File: src/rtl/core/path_tlv_record_parser_unit_assert.svh
// assertion macros for the path tlv record parser
`ifndef PATH_TLV_RECORD_PARSER_UNIT_ASSERT_SVH
`define PATH_TLV_RECORD_PARSER_UNIT_ASSERT_SVH

`ifndef NO_ASSERTIONS
// property that must hold at every edge out of reset
`define PTLV_ASSERT(lbl, cond) \
  lbl: assert property (@(posedge clk_i) disable iff (!rst_ni) (cond)) \
    else $error("ptlv assertion failed");
// condition in one cycle implies a condition in the next
`define PTLV_ASSERT_NEXT(lbl, pre, post) \
  lbl: assert property (@(posedge clk_i) disable iff (!rst_ni) (pre) |=> (post)) \
    else $error("ptlv assertion failed");
`else
`define PTLV_ASSERT(lbl, cond)
`define PTLV_ASSERT_NEXT(lbl, pre, post)
`endif

`endif

File: src/rtl/core/ptlv_pkg.sv
// shared types and constants of the path tlv record parser
`timescale 1ns / 1ps
`default_nettype none
package ptlv_pkg;

  localparam int unsigned RECORD_BYTES = 64;
  localparam logic [7:0] POS_LAST      = 8'(RECORD_BYTES - 1);
  localparam logic [7:0] POS_HDR_LIMIT = 8'(RECORD_BYTES - 3);

  localparam logic [15:0] CODE_IPV4    = 16'h0104;
  localparam logic [15:0] CODE_PORT    = 16'h0201;
  localparam logic [15:0] CODE_IPV6    = 16'h0510;
  localparam logic [15:0] CODE_VERSION = 16'h0701;
  localparam logic [15:0] CODE_TERM    = 16'h0901;

  typedef enum logic [1:0] {
    PH_TYPE,
    PH_LEN,
    PH_VALUE,
    PH_IGNORE
  } ptlv_phase_e;

  typedef enum logic [1:0] {
    ST_PARSING,
    ST_VALID,
    ST_INVALID
  } ptlv_status_e;

  typedef struct packed {
    logic [7:0]   pos;
    ptlv_phase_e  phase;
    logic [15:0]  code;
    logic [7:0]   left;
    ptlv_status_e status;
    logic [31:0]  ipv4;
    logic [63:0]  ipv6_hi;
    logic [63:0]  ipv6_lo;
    logic [7:0]   version;
    logic [7:0]   port;
  } ptlv_state_t;

  localparam ptlv_state_t STATE_RESET = '{
    pos:     8'd0,
    phase:   PH_TYPE,
    code:    16'd0,
    left:    8'd0,
    status:  ST_PARSING,
    ipv4:    32'd0,
    ipv6_hi: 64'd0,
    ipv6_lo: 64'd0,
    version: 8'd0,
    port:    8'd0
  };

endpackage
`default_nettype wire

File: src/rtl/core/ptlv_step.sv
// one-word state update of the tlv parser
`timescale 1ns / 1ps
`default_nettype none
module ptlv_step import ptlv_pkg::*; (
  input  ptlv_state_t cur_i,
  input  logic [7:0]  byte_i,
  output ptlv_state_t nxt_o
);

  logic [15:0] full_code;
  logic        code_ok;
  logic [7:0]  left_dec;

  assign full_code = {cur_i.code[15:8], byte_i};
  assign code_ok   = (full_code == CODE_IPV4) || (full_code == CODE_PORT) ||
                     (full_code == CODE_IPV6) || (full_code == CODE_VERSION) ||
                     (full_code == CODE_TERM);
  assign left_dec  = (cur_i.left != 8'd0) ? cur_i.left - 8'd1 : 8'd0;

  always_comb begin
    nxt_o     = cur_i;
    nxt_o.pos = cur_i.pos + 8'd1;
    unique case (cur_i.phase)
      PH_TYPE: begin
        if (cur_i.pos > POS_HDR_LIMIT) begin
          nxt_o.phase = PH_IGNORE;
        end else begin
          nxt_o.code  = {byte_i, 8'd0};
          nxt_o.phase = PH_LEN;
        end
      end
      PH_LEN: begin
        nxt_o.code = full_code;
        if (!code_ok) begin
          nxt_o.status = ST_INVALID;
          nxt_o.phase  = PH_IGNORE;
        end else begin
          nxt_o.left  = byte_i;
          nxt_o.phase = PH_VALUE;
        end
      end
      PH_VALUE: begin
        if (cur_i.code == CODE_TERM) begin
          nxt_o.status = (byte_i == 8'd0) ? ST_VALID : ST_INVALID;
          nxt_o.phase  = PH_IGNORE;
        end else begin
          unique case (cur_i.code)
            CODE_IPV4:    nxt_o.ipv4    = {cur_i.ipv4[23:0], byte_i};
            CODE_PORT:    nxt_o.port    = byte_i;
            CODE_IPV6: begin
              nxt_o.ipv6_hi = {cur_i.ipv6_hi[55:0], cur_i.ipv6_lo[63:56]};
              nxt_o.ipv6_lo = {cur_i.ipv6_lo[55:0], byte_i};
            end
            CODE_VERSION: nxt_o.version = byte_i;
            default:      nxt_o.version = cur_i.version;
          endcase
          nxt_o.left = left_dec;
          if (left_dec == 8'd0) begin
            nxt_o.phase = PH_TYPE;
          end
        end
      end
      default: nxt_o.phase = PH_IGNORE;
    endcase
  end

endmodule
`default_nettype wire

File: src/rtl/core/path_tlv_record_parser_unit.sv
// top level of the path tlv record parser
`timescale 1ns / 1ps
`default_nettype none
// Path record parser. Takes a fixed-length path record of RECORD_BYTES words,
// one byte per word, and walks it as a chain of type-length-value entries
// (ipv4, port, ipv6, version, terminator). A word can be taken in every
// cycle: each byte needs a combinational update of the parse state, which is
// the only loop in the design. The word is held in an input register, the
// state is updated from it, and on the last byte of a record one result word
// is loaded into the result register when the held byte moves on;
// the parse state then clears itself for the next record. The result carries
// the valid flag and the last captured fields, all zero when the record is
// invalid. The input side stalls only while a result waits on a stalled
// output and the held byte cannot move on.
`include "path_tlv_record_parser_unit_assert.svh"
module path_tlv_record_parser_unit import ptlv_pkg::*; (
  input  logic        clk_i,
  input  logic        rst_ni,
  // input channel
  input  logic        in_valid_i,
  output logic        in_stall_o,
  input  logic [7:0]  path_byte_i,
  // result channel
  output logic        out_valid_o,
  input  logic        out_stall_i,
  output logic        path_valid_o,
  output logic [7:0]  root_version_o,
  output logic [7:0]  root_port_o,
  output logic [31:0] root_ipv4_o,
  output logic [63:0] root_ipv6_high_o,
  output logic [63:0] root_ipv6_low_o
);

  // input register
  logic        in_valid_q, in_valid_d;
  logic [7:0]  in_byte_q;

  // parse state
  ptlv_state_t state_q, state_d, state_nxt;

  // result register
  logic        res_valid_q, res_valid_d;
  logic        res_ok_q;
  logic [7:0]  res_version_q, res_port_q;
  logic [31:0] res_ipv4_q;
  logic [63:0] res_hi_q, res_lo_q;

  logic in_take;
  logic fire;
  logic last_byte;
  logic rec_ok;
  logic res_zero;

  // the held word moves on unless a result is stuck behind a stalled output
  assign fire      = in_valid_q && !(res_valid_q && out_stall_i);
  assign in_stall_o = in_valid_q && !fire;
  assign in_take   = in_valid_i && !in_stall_o;
  assign last_byte = (state_q.pos == POS_LAST);
  assign rec_ok    = (state_nxt.status == ST_VALID);

  ptlv_step u_step (
    .cur_i  (state_q),
    .byte_i (in_byte_q),
    .nxt_o  (state_nxt)
  );

  always_comb begin
    in_valid_d = in_valid_q;
    if (in_take) begin
      in_valid_d = 1'b1;
    end else if (fire) begin
      in_valid_d = 1'b0;
    end
  end

  // state clears itself after the last byte of a record
  always_comb begin
    state_d = state_q;
    if (fire) begin
      state_d = last_byte ? STATE_RESET : state_nxt;
    end
  end

  always_comb begin
    res_valid_d = res_valid_q;
    if (fire && last_byte) begin
      res_valid_d = 1'b1;
    end else if (res_valid_q && !out_stall_i) begin
      res_valid_d = 1'b0;
    end
  end

  always_ff @(posedge clk_i or negedge rst_ni) begin
    if (!rst_ni) begin
      in_valid_q  <= 1'b0;
      state_q     <= STATE_RESET;
      res_valid_q <= 1'b0;
    end else begin
      in_valid_q  <= in_valid_d;
      state_q     <= state_d;
      res_valid_q <= res_valid_d;
    end
  end

  // payload registers, no reset needed
  always_ff @(posedge clk_i) begin
    if (in_take) begin
      in_byte_q <= path_byte_i;
    end
    if (fire && last_byte) begin
      res_ok_q      <= rec_ok;
      res_version_q <= rec_ok ? state_nxt.version : 8'd0;
      res_port_q    <= rec_ok ? state_nxt.port    : 8'd0;
      res_ipv4_q    <= rec_ok ? state_nxt.ipv4    : 32'd0;
      res_hi_q      <= rec_ok ? state_nxt.ipv6_hi : 64'd0;
      res_lo_q      <= rec_ok ? state_nxt.ipv6_lo : 64'd0;
    end
  end

  assign out_valid_o      = res_valid_q;
  assign path_valid_o     = res_ok_q;
  assign root_version_o   = res_version_q;
  assign root_port_o      = res_port_q;
  assign root_ipv4_o      = res_ipv4_q;
  assign root_ipv6_high_o = res_hi_q;
  assign root_ipv6_low_o  = res_lo_q;

  // every captured field of the result register is zero
  assign res_zero = (res_version_q == 8'd0) && (res_port_q == 8'd0) &&
                    (res_ipv4_q == 32'd0) && (res_hi_q == 64'd0) && (res_lo_q == 64'd0);

  // position never runs past the record
  `PTLV_ASSERT(a_pos_range, state_q.pos <= POS_LAST)
  // the last byte of a record always yields a result and restarts the record
  `PTLV_ASSERT_NEXT(a_last_gives_result, fire && last_byte, res_valid_q && state_q.pos == 8'd0)
  // an invalid record reports all fields as zero
  `PTLV_ASSERT(a_invalid_zero, !(res_valid_q && !res_ok_q) || res_zero)

endmodule
`default_nettype wire
File: config.mk
export PLATFORM = sky130hd
export DESIGN_NAME = path_tlv_record_parser_unit
export DESIGN_NICKNAME = d
export VERILOG_FILES = /design/src/rtl/core/ptlv_pkg.sv /design/src/rtl/core/ptlv_step.sv /design/src/rtl/core/path_tlv_record_parser_unit.sv
export VERILOG_INCLUDE_DIRS = /design/src /design/src/rtl/core
export SDC_FILE = /design/constraint.sdc
export NUM_CORES = 1
export LEC_CHECK = 0
export ABC_AREA = 1
export BUFFER_PORTS_ARGS = -buffer_cell sky130_fd_sc_hd__buf_4
export CAP_MARGIN = 20
export CORE_MARGIN = 2
export CORE_UTILIZATION = 48
export DETAILED_ROUTE_END_ITERATION = 8
export GPL_TIMING_DRIVEN = 0
export PLACE_DENSITY = 0.8
export SKIP_LAST_GASP = 1
export SLEW_MARGIN = 20
export SYNTH_ARGS = -nofsm -noshare
export SYNTH_HDL_FRONTEND = slang
export SYNTH_HIERARCHICAL = 1
export SYNTH_SLANG_ARGS = --single-unit
File: constraint.sdc
create_clock -name clk_i -period 4.5 [get_ports clk_i]
set_clock_uncertainty 0.05 [all_clocks]
set_input_delay 0.675 -clock clk_i [delete_from_list [all_inputs] [get_ports clk_i]]
set_output_delay 0.675 -clock clk_i [all_outputs]
set_load 0.1 [all_outputs]
Word-level counts from Yosys, hierarchy flattened
Cells that the tools add are included.
Cells by class
  add/sub/neg operators: 2
  multipliers: 0
  div/mod/pow operators: 0
  $lt $le $gt $ge: 1
  equal/unequal tests: 20
  shift operators: 0
  muxes and demuxes: 25
  bitwise operators: 0
  reductions and logical operators: 27
Operators with widths (count)
  2-to-1 mux 176 bit: 2
  2-to-1 mux 212 bit: 1
  2-to-1 mux 128 bit: 1
  equality test 16 x 11 -> 1 bit (second input constant): 4
  2-to-1 mux 8 bit: 5
  equality test 16 x 10 -> 1 bit (second input constant): 2
  equality test 16 x 12 -> 1 bit (second input constant): 2
  equality test 16 x 9 -> 1 bit (second input constant): 2
  2-to-1 mux 32 bit: 1
  one-hot mux 16 bit (2 select lines): 1
  one-hot mux 10 bit (2 select lines): 1
  zero test 8 bit: 2
  2-to-1 mux 16 bit: 1
  2-to-1 mux 2 bit: 6
  adder 8 x 1 -> 8 bit (second input constant): 1
  equality test 8 x 6 -> 1 bit (second input constant): 1
  greater-than comparator 8 x 6 -> 1 bit (second input constant): 1
  AND reduction 4 bit: 2
  nonzero test 8 bit: 1
  subtractor 8 x 1 -> 8 bit (second input constant): 1
  logical AND 1 bit: 6
  inequality test 3 bit (second input constant): 2
  one-hot mux 2 bit (3 select lines): 1
  nonzero test 2 bit: 3
  other kinds (12): 25
Storage, ports and cells
  flip-flop bits (word level): 399
  latch bits: 0
  bits in writable memories: 0
  memory bits (read-only): 0
  output and inout port bits: 179
  word-level logic and storage cells: 95
  memories: 0

Longest topological paths before layout
Gate-level depths: netlist of run 1.
  depth in word-level cells: 8
  mapped depth: 17
  mapped depth without buffers: 17

By module
The synthesis of run 1 kept the hierarchy.
Modules (own cells, without submodules)
  path_tlv_record_parser_unit: times used 1, cells an instance 1745, area each 16165.5 um^2, seq. area each 10910.5 um^2
  ptlv_step: times used 1, cells an instance 771, area each 3649.8 um^2, seq. area each 0.0 um^2

Least setup slack after synthesis of run 1
No wires, ideal clock.
  kind: register to register
  start: register res_valid_q (netlist: out_valid_o)
  end: register res_ok_q (netlist: path_valid_o), enable pin
  setup time: 529 ps
  arrival time: 4906 ps
  data required time: 3921 ps
  path slack: -985 ps
  cell stages (with the launch flop): 7
  clock period less this slack: 5485 ps
  cell sequence: dfrtp_1 > nand2_1 > nand2_1 > buf_4 > buf_6 > nand3b_1 > inv_1
Between the ends
  longest elaborated chain between the ends: 4
RTL lines
  start: declaration: RTL line path_tlv_record_parser_unit.sv:42  | logic res_valid_q, res_valid_d;
  start signal: assignment: RTL line path_tlv_record_parser_unit.sv:101  | res_valid_q <= res_valid_d;
  logical AND 1 bit: RTL line path_tlv_record_parser_unit.sv:55  | assign fire = in_valid_q && !(res_valid_q && out_stall_i);
  zero test 1 bit: RTL line path_tlv_record_parser_unit.sv:55
  logical AND 1 bit: RTL line path_tlv_record_parser_unit.sv:55
  logical AND 1 bit: RTL line path_tlv_record_parser_unit.sv:110  | if (fire && last_byte) begin
  end signal: assignment: RTL line path_tlv_record_parser_unit.sv:111  | res_ok_q <= rec_ok;
  end: declaration: RTL line path_tlv_record_parser_unit.sv:43  | logic res_ok_q;
No other way between the ends.
A chain may end at the register's enable or synchronous reset.

==> results.yml, run 1 <==
outcome:
  status: "complete, no violations"
global_route:
  grt_pass1_wl_mm: 84.4
  grt_usage_pct: 24.2
  grt_overflow: 0
  grt_max_degree: 92
  grt_pass1_vias: 16500
  grt_antenna_before_repair: 1
placed_design:
  portBuffers: 190
  pre_cts_ws_ps: 1130
  post-place-cells: 3245
  place_congestion: 0.890
  dpl.hpwl_mm: 36.5
synthesis:
  avgSynthCellArea_um2: 7.88
  netlist_top_cells_area: "edfxtp_1, dfrtp_1, nand2_1"
  yosysUniqueCellTypes: 32
  yosys_warnings: 6
  syn-cell-area_um2: 19800
  yosysTopAreaCellShare_pct: 28.0
  syn_nets: 2536
  synth-seq-cells: 399
  synth-seq-area-share_pct: 55.1
  synth_top_cell_by_area: "edfxtp_1"
  netlist_instances: 2516
worst_setup_path:
  ff2ff_path_depth: 13
  rr_endpoint: "root_version_o[1]$_SDFFCE_PN0P_"
  rrSetupSlack_ps: 1030
  cpLargestDelayFamily: "buffers and inverters"
  worstSetupStartpoint: "state_q[203]$_DFFE_PN0P_"
  path_max_fanout: 10
  crit_type: "reg2reg"
  crit_required_ps: 4800
  cp-start-kind: "register"
  crit_chain: "inv_1 -> ha_1 -> clkbuf_1 -> clkinv_1 -> nor2_1 -> o21ai_1 -> o21ai_0 -> inv_1 -> nor2_1 -> inv_2 -> buf_2 -> buf_2 -> nor2_1"
  r2r-start: "state_q[203]$_DFFE_PN0P_"
  path_common_cell: "nor2_1"
  crit_buf_inv: 7
  worst_path_largest_cell_delay_ps: 420
  critPathSlowestCell: "dfrtp_1"
  cp.arrival_ps: 3780
  end_kind: "register"
detailed_routing:
  vias: 16800
  wl_per_cell_um: 15.8
  dr.pass1.iters: 6
  drtIter0Drc: 1543
  routed_wl_mm: 52.7
  ant_nets: 0
  vias_per_cell: 5.06
  drc: 0
clock_network:
  cts_tree: "yes"
  clockRootBuffer: "clkbuf_16"
  cts_setup_buffers: 0
  cts_buffers: 42
  numClockSinks: 399
  h-tree-depth: 2
  clock_latency_ps: 570
  clk_pin_slew_ps: 60
  cts_buffer_depth: 3
  cts_resized: 0
hold_path:
  hold_end: "in_byte_q[2]$_DFFE_PP_"
  min_path_type: "in2reg"
  hp-start: "path_byte_i[2]"
  whs_path_depth: 1
sta:
  setup_ws_ps: 1030
  holdWs_ps: 248
  grt_setup_unrepaired: "false"
  fin_crit_ps: 3470
  max_freq_mhz: 288
  maxSlewHeadroom_pct: 55.1
  drv_slew: 0
  setup_violations: 0
  hold_viol_final: 0
  tightest_slew_ps: 673
  fin_crit_sh_pct: 77.2
floorplanning:
  io_pins: 191
  die_x_um: 207
  die_area_um2: 42900
  start_util_pct: 48.5
  rows: 74
  die_y_um: 207
  fp.coreArea_um2: 40800
cells_and_area:
  seqCellArea_um2: 10900
  fillers: 3481
  drive_gt1_share_pct: 14.4
  antenna_cells: 0
  multi_input_area_um2: 6630
  nets: 2778
  final_cells: 3324
  area.growth.synth_to_final_pct: 19.1
flow_run:
  drv_cap: 0
pwr:
  p_leak_nw: 10.5
  peakVddDrop_mv: 0.251
  power_density_nw_per_um2: 395
[timing repair]
action                                  4_1_cts  5_1_grt
hold buffers                                  1        0
endpoints found under the setup margin        0        0
hold endpoints to repair                     50        0
[state kept, by name (all words and copies together), names as in the netlist]
name              cells
out_valid_o           1
in_byte_q             8
in_valid_q            1
root_port_o           8
path_valid_o          1
root_version_o        8
state_q             212
root_ipv6_low_o      64
root_ipv6_high_o     64
root_ipv4_o          32
[cells in the mapped netlist (all sizes together)]
| master | number |
|---|---|
| a211oi | 1 |
| a21oi | 2 |
| a31oi | 2 |
| buf | 114 |
| clkbuf | 12 |
| clkinv | 2 |
| dfrtp | 214 |
| edfxtp | 185 |
| ha | 8 |
| inv | 423 |
| mux2i | 48 |
| nand2 | 847 |
| nand3 | 32 |
| nand3b | 1 |
| nand4 | 5 |
| nor2 | 439 |
| nor3 | 7 |
| nor3b | 1 |
| nor4 | 2 |
| o211ai | 1 |
| o21ai | 151 |
| o22ai | 11 |
| or2 | 1 |
| xnor2 | 4 |
| xor2 | 3 |
[per-stage QoR]
step	instance area, um^2	TNS, ps	utilization [%]	power, W
2_1_floorplan	19800	0	-	0.00518
3_3_place_gp	21900	-222410	53.7	0.00550
3_5_place_dp	22100	0	54.1	0.00555
4_1_cts	23600	0	57.8	0.00932
5_1_grt	23600	0	57.8	0.00971
6_report	23600	0	57.8	0.00931
[power by group]
part / leakage (nW) / internal (W) / total [W] / switching, W
clock network: 0.748 / 0.00230 / 0.00378 / 0.00148
registers: 4.36 / 0.00394 / 0.00413 / 0.000189
logic: 5.39 / 0.000476 / 0.00140 / 0.000927
[worst max path at each step]
stage / to / slack (ps) / cells after the start
after floorplan: path_valid_o$_DFFE_PP_ / 110 / 6
after global placement: root_port_o[0]$_SDFFCE_PN0P_ / -1290 / 7
after detailed placement: root_version_o[6]$_SDFFCE_PN0P_ / 1130 / 15
after CTS: root_version_o[6]$_SDFFCE_PN0P_ / 1090 / 15
after global routing: root_version_o[1]$_SDFFCE_PN0P_ / 820 / 13
final: root_version_o[1]$_SDFFCE_PN0P_ / 1030 / 13
[cell usage in the layout, fill, tap and decap left out, types with 8 or more instances in the layout]
master / n
inv_1: 419
clkbuf_1: 18
ha_1: 8
nor2_2: 12
clkinv_2: 10
nand3_1: 32
dfrtp_1: 213
o21ai_0: 16
nand2_1: 844
clkbuf_16: 47
buf_2: 100
o22ai_1: 11
o21ai_1: 135
buf_4: 196
mux2i_1: 48
edfxtp_1: 185
nor2_1: 427
[final cells by class]
cell class	instances	area share, %
repair buffers	198	6.78
multi-input cells	1566	28.1
flip-flops and latches	399	46.2
inverters	425	6.78
well taps	532	2.82
clock buffers	57	5.31
clock inverters	21	1.09
plain buffers	126	2.87
[metal layers]
metal | vias to the layer above | global-route usage (%) | wire length, um
met2 | 687 | 40.4 | 25400
met5 | - | 0 | 13
met1 | 7931 | 31.4 | 21500
li1 | 8059 | - | -
met3 | 146 | 4.21 | 3670
met4 | 2 | 9.78 | 2050
[kinds of logic (layout without fill, tap and decap cells)]
logic type,count (synthesis),count (layout),synth area share [%]
multiplexers,48,48,2.42
buffers and inverters,551,827,11.5
XOR/XNOR,7,7,0.309
AND/OR/NAND/NOR,1335,1335,25.9
AO/OA/AOI/OAI,168,168,4.37
flip-flops,399,399,55.1
adder cells (fa/ha/maj),8,8,0.505
[worst reg2reg max path: cells and delay by family, from the launching register on]
family,cells,cell delay [ps]
buf+inv,7,1510
compound gates,2,190
fa+ha+maj,1,160
flops,1,420
simple gates,3,940
No activity file was read; power rests on OpenSTA's default activity.
==> run 2, diff against run 1 <==
Settings changed: ABC_AREA 1 to 0, PLACE_DENSITY 0.8 to 0.81.
Clock period 4.5 ns to 2.9 ns, I/O delays scaled along.
==> run 2 against run 1 <==
Effect of this change:
- the flow now finishes with violations (negative setup slack)
- critical path depth down 3
- via count fell by 17%
- routed wire length decreased by 9.8%
- clock power grew 41%
- area after synthesis fell by 4.6%
- non-clock buffer count grew 23
- critical endpoint is now root_ipv6_high_o[51]$_SDFFCE_PN0P_
- highest routed layer unchanged
==> results.yml, run 2 <==
detailed_routing:
  vias: 13900
  dr.pass1.iters: 6
  routed_wl_mm: 47.5
  drc: 0
  drtIter0Drc: 1193
  vias_per_cell: 5.50
  wl_per_cell_um: 18.8
  ant_nets: 0
clock_network:
  cts_buffers: 42
  clockRootBuffer: "clkbuf_16"
  clock_latency_ps: 570
  clk_pin_slew_ps: 60
  h-tree-depth: 2
  cts_buffer_depth: 3
  numClockSinks: 399
  cts_tree: "yes"
synthesis:
  yosysTopAreaCellShare_pct: 29.4
  synth-seq-area-share_pct: 57.7
  avgSynthCellArea_um2: 11.1
  synthFlopType: "dfrtp_1"
  synth_top_cell_by_area: "edfxtp_1"
  syn-cell-area_um2: 18900
  yosysMostFrequentCell: "nand2_1"
  yosysUniqueCellTypes: 66
  syn_nets: 1726
  netlist_instances: 1706
  synth_edf_count: 185
  netlist_top_cells_area: "edfxtp_1, dfrtp_1, nand2_1"
  synthTopCellsByCount: "nand2_1, dfrtp_1, edfxtp_1"
  synth-seq-cells: 399
  yosys_warnings: 6
  ys_async_sr_fraction_pct: 53.6
cells_and_area:
  layout.cells.most_common: "nand2_1"
  drive_gt1_share_pct: 30.2
  seqCellArea_um2: 10900
  nets: 1998
  multi_input_area_um2: 7310
  antenna_cells: 0
  utilization_pct: 59.9
  fillers: 3091
  largest_reg_flops: 212
  layout_common_cells: "nand2_1, buf_4, dfrtp_1, edfxtp_1, o21ai_0"
  area.growth.synth_to_final_pct: 22.7
  regMostFlops: "state_q"
sta:
  maxSlewHeadroom_pct: 49.5
  hold_viol_final: 0
  grt_setup_unrepaired: "true"
  setup_violations: 2
  setup_ws_ps: -8.29
  tightest_slew_ps: 757
  fin_crit_sh_pct: 100
  final.setup.tns_ps: -8.55
  max_freq_mhz: 344
  fin_crit_ps: 2910
  drv_slew: 0
pwr:
  power_w: 0.0137
  peakVddDrop_mv: 0.362
  power_density_nw_per_um2: 589
  p_leak_nw: 9.26
outcome:
  violations: "negative setup slack"
  status: "complete, but fails checks"
worst_setup_path:
  end_kind: "register"
  crit_type: "reg2reg"
  r2r-start: "in_byte_q[1]$_DFFE_PP_"
  worst_path_largest_cell_delay_ps: 590
  cp-start-kind: "register"
  cp.depth: 10
  crit_chain: "or4_1 -> nor2_1 -> and3_1 -> mux2i_1 -> o21ai_1 -> nor2b_4 -> buf_12 -> buf_12 -> clkbuf_4 -> and2_1"
  crit_buf_inv: 3
  path_max_fanout: 10
  cp.arrival_ps: 3270
  rr_endpoint: "root_ipv6_high_o[51]$_SDFFCE_PN0P_"
  ff2ff_path_depth: 10
  rrSetupSlack_ps: -8
  crit_required_ps: 3260
  critPathSlowestCell: "edfxtp_1"
  cpLargestDelayFamily: "simple AND/OR/NAND/NOR gates"
  path_common_cell: "buf_12"
global_route:
  grt_overflow: 0
  grt_max_degree: 99
  grt_antenna_before_repair: 1
  grt_usage_pct: 23.0
  use_met3_pct: 4.50
  use_met1_pct: 30.5
  grt_pass1_wl_mm: 74.0
  grt-busiest-layer: "met2"
  grtUsageMet2_pct: 37.3
  grt_pass1_vias: 13600
hold_path:
  whs_path_depth: 2
  hp-start: "in_valid_i"
  hold_end: "in_valid_q$_DFFE_PN0P_"
  min_path_type: "in2reg"
floorplanning:
  start_util_pct: 48.8
  die_area_um2: 41000
  die_x_um: 202
  io_pins: 191
  die_y_um: 202
  rows: 72
  fp.coreArea_um2: 38700
flow_run:
  drv_cap: 0
placed_design:
  pre_cts_ws_ps: -1340
  place_congestion: 0.864
  dpl.hpwl_mm: 32.5
  portBuffers: 190
-- run 2: cell count changes after synthesis, moves of 16 or more --
cell,delta
nor2_1,-412
inv_1,-406
nand2_1,-405
and2_1,+180
o21ai_0,+164
mux2_2,+146
o21ai_1,-97
buf_2,-56
mux2i_1,-45
mux2_4,+30
nand3_1,-20
clkbuf_1,+18
a22o_1,+16
-- run 2: per-stage QoR --
stage | instance area (um^2) | instances | hold WS, ps
6_report | 23200 | 2529 | 18.2
5_1_grt | 23200 | 2529 | 13.5
4_1_cts | 22900 | 2519 | 8.34
3_5_place_dp | 21200 | 2423 | 313
3_3_place_gp | 21000 | 2414 | 408
2_1_floorplan | 18900 | 1706 | 89.4
-- run 2: cell type report --
type / count / area share, %
Inverter: 15 / 0.264
Clock inverter: 15 / 0.534
Tap cell: 518 / 2.80
Clock buffer: 62 / 5.32
Multi-Input combinational cell: 1173 / 31.5
Timing Repair Buffer: 229 / 8.60
Buffer: 118 / 3.86
Sequential cell: 399 / 47.1
-- run 2: worst max-delay path by stage --
stage,startpoint,endpoint,slack (ps)
floorplan,out_valid_o$_DFFE_PN0P_,path_valid_o$_DFFE_PP_,-1300
global placement,state_q[205]$_DFFE_PN0P_,root_ipv4_o[29]$_SDFFCE_PN0P_,-2280
detailed placement,state_q[196]$_DFFE_PN0P_,root_ipv4_o[27]$_SDFFCE_PN0P_,-1340
CTS,state_q[196]$_DFFE_PN0P_,root_port_o[6]$_SDFFCE_PN0P_,-20
global route,state_q[196]$_DFFE_PN0P_,root_ipv6_high_o[50]$_SDFFCE_PN0P_,-40
finish,in_byte_q[1]$_DFFE_PP_,root_ipv6_high_o[51]$_SDFFCE_PN0P_,-8
-- run 2: cell families (layout without fill, tap and decap cells) --
| kind of cell | count (synthesis) | count (layout) | synth area share (%) |
|---|---|---|---|
| buf+inv | 134 | 439 | 4.21 |
| xor+xnor | 7 | 7 | 0.324 |
| compound gates | 277 | 277 | 8.16 |
| simple gates | 702 | 702 | 17.8 |
| fa+ha+maj | 8 | 8 | 0.530 |
| flops | 399 | 399 | 57.7 |
| mux | 179 | 179 | 11.2 |
-- run 2: power by group --
part | switching [W] | internal, W | leakage, nW
sequential | 0.000293 | 0.00608 | 4.36
combinational | 0.00118 | 0.000752 | 4.23
clock | 0.00222 | 0.00312 | 0.669
-- run 2: metal layers --
metal / part of all wire (%) / routed length, um
met2: 48 / 22900
met5: 0.015 / 7
met4: 3.6 / 1710
met1: 41 / 19600
met3: 6.8 / 3230
-- run 2: worst register-to-register path, stage by stage, from the launching register on --
cell	delay [ps]
edfxtp_1	590
or4_1	590
nor2_1	160
and3_1	180
mux2i_1	80
o21ai_1	200
nor2b_4	200
buf_12	140
buf_12	140
clkbuf_4	200
and2_1	210
-- run 2: what timing repair did --
| item | in CTS | in global routing |
|---|---|---|
| hold buffers | 9 | 0 |
| setup buffers | 9 | 9 |
| cloned | 1 | 2 |
| hold endpoints to repair | 48 | 0 |
| gates resized for setup | 53 | 47 |
| pin swaps | 5 | 6 |
| setup endpoints to repair | 355 | 185 |
==> run 3, diff against run 2 <==
Settings changed: PLACE_DENSITY 0.81 to 0.78.
Clock period 2.9 ns to 3.6 ns, I/O delays scaled along.
==> run 3 against run 2 <==
Effect of this change:
- the run now ends clean
- core utilization is 1.6 points lower
- total power decreased by 21%
- design area fell by 2.6%
- critical endpoint is now root_ipv6_high_o[62]$_SDFFCE_PN0P_
- largest cell class unchanged
==> results.yml, run 3 (synthesis gave the netlist of run 2 again) <==
detailed_routing:
  dr.max_layer_used: "met4"
  vias: 13700
  dr.pass1.iters: 5
  wirelength_met1_mm: 19.9
  wl_met2_mm: 22.6
  drtIter0Drc: 1340
  wl_per_cell_um: 18.7
  routed_wl_mm: 46.7
  wl_met3_mm: 2.87
  ant_nets: 0
  drc: 0
  vias_per_cell: 5.46
sta:
  grt_setup_unrepaired: "false"
  tightest_slew_ps: 1040
  setup_violations: 0
  final.setup.tns_ps: 0
  hold_viol_final: 0
  fin_crit_sh_pct: 98.6
  max_freq_mhz: 282
  maxSlewHeadroom_pct: 29.8
  fin_crit_ps: 3550
  drv_slew: 0
clock_network:
  clockRootBuffer: "clkbuf_16"
  cts_tree: "yes"
  numClockSinks: 399
  h-tree-depth: 2
  cts_buffers: 42
  clk_pin_slew_ps: 60
  clock_latency_ps: 560
  cts_setup_buffers: 0
  cts_buffer_depth: 3
pwr:
  power_density_nw_per_um2: 476
  p_leak_nw: 8.98
  peakVddDrop_mv: 0.316
hold_path:
  whs_path_depth: 1
  hold_end: "in_byte_q[4]$_DFFE_PP_"
  min_path_type: "in2reg"
  hp-start: "path_byte_i[4]"
cells_and_area:
  layout_common_cells: "nand2_1, dfrtp_1, buf_4, edfxtp_1"
  regMostFlops: "state_q"
  antenna_cells: 0
  largest_reg_flops: 212
  stdcell_area_um2: 22600
  layout.cells.most_common: "nand2_1"
  nets: 1970
  area.growth.synth_to_final_pct: 19.5
  drive_gt1_share_pct: 27.9
  fillers: 3157
worst_setup_path:
  crit_required_ps: 3930
  crit_type: "reg2reg"
  cp.arrival_ps: 3880
  ff2ff_path_depth: 9
  path_max_fanout: 10
  cp-start-kind: "register"
  rrSetupSlack_ps: 50
  end_kind: "register"
  r2r-start: "in_byte_q[3]$_DFFE_PP_"
  rr_endpoint: "root_ipv6_high_o[62]$_SDFFCE_PN0P_"
floorplanning:
  rows: 72
  start_util_pct: 48.8
  io_pins: 191
  fp.coreArea_um2: 38700
  die_y_um: 202
  die_area_um2: 41000
  die_x_um: 202
global_route:
  grt_usage_pct: 22.8
  grt_pass1_wl_mm: 74.1
  grt_overflow: 0
  grt_pass1_vias: 13700
  grt_antenna_before_repair: 0
  grt_max_degree: 89
outcome:
  status: "complete, no violations"
flow_run:
  drv_cap: 0
placed_design:
  place_congestion: 0.872
  portBuffers: 190
  dpl.hpwl_mm: 32.8
  place_area_um2: 21200
-- run 3: cell types whose count changed in the layout (fill, tap and decap cells not counted), moves of 3 or more --
cell | previous run | this run
clkbuf_1 | 19 | 34
clkbuf_2 | 18 | 10
dlygate4sd3_1 | 9 | 1
buf_12 | 9 | 3
buf_4 | 216 | 210
buf_6 | 25 | 20
buf_8 | 7 | 2
clkbuf_16 | 47 | 42
clkbuf_4 | 4 | 0
and2_1 | 177 | 180
and2_4 | 3 | 0
clkbuf_8 | 5 | 2
inv_6 | 0 | 3
-- run 3: routing by layer --
metal	vias to the layer above	GRT usage [%]
li1	6353	-
met1	6709	31.1
met2	500	37.7
met3	98	3.03
met4	0	7.56
met5	-	0
-- run 3: through the flow --
step                hold WS [ps]  power [W]  instances  setup slack [ps]  utilization (%)
global route                 100     0.0112       2500              36.7             58.3
CTS                         94.6     0.0108       2500              40.9             58.3
detailed placement           417    0.00658       2423              -617             54.8
global placement             408    0.00652       2414             -1640             54.2
floorplan                    194    0.00615       1706              -600                -
finish                       110     0.0107       2500              52.0             58.3
-- run 3: how the worst max path moves through the flow --
stage / start / endpoint / slack [ps] / depth (start not counted)
after global placement: out_stall_i / root_ipv4_o[30]$_SDFFCE_PN0P_ / -1640 / 5
after detailed placement: state_q[196]$_DFFE_PN0P_ / root_ipv4_o[28]$_SDFFCE_PN0P_ / -620 / 10
after CTS: state_q[196]$_DFFE_PN0P_ / root_ipv6_high_o[52]$_SDFFCE_PN0P_ / 40 / 10
after global routing: in_byte_q[3]$_DFFE_PP_ / root_ipv6_high_o[7]$_SDFFCE_PN0P_ / 40 / 9
after floorplan: out_valid_o$_DFFE_PN0P_ / path_valid_o$_DFFE_PP_ / -600 / 4
final: in_byte_q[3]$_DFFE_PP_ / root_ipv6_high_o[62]$_SDFFCE_PN0P_ / 50 / 9
-- run 3: final cells by class --
type / instances / area (um^2) / share of cell area (%)
clock inverters: 21 / 201 / 0.892
plain buffers: 119 / 763 / 3.38
multi-input cells: 1173 / 7220 / 32.0
inverters: 15 / 56.3 / 0.249
repair buffers: 200 / 1670 / 7.39
well taps: 518 / 648 / 2.87
clock buffers: 55 / 1110 / 4.91
flip-flops and latches: 399 / 10900 / 48.3
-- run 3: worst max-delay path: stages (launching register included) --
cell and delay [ps]:
edfxtp_1 650, or4_1 680, nor2_1 150, and3_1 190
mux2i_1 80, o21ai_0 290, nor2b_4 350, buf_2 370
clkbuf_2 320, and2_1 240
-- run 3: report_power, final --
group,switching (W),internal (W),leakage [nW]
clock network,0.00179,0.00240,0.644
registers,0.000226,0.00490,4.37
logic,0.000916,0.000518,3.97
-- run 3: repair_timing --
item / 4_1_cts / 5_1_grt
endpoints found under the hold margin: 46 / 0
resized for setup: 7 / 7
setup endpoints to repair: 137 / 130
hold buffers: 1 / 0
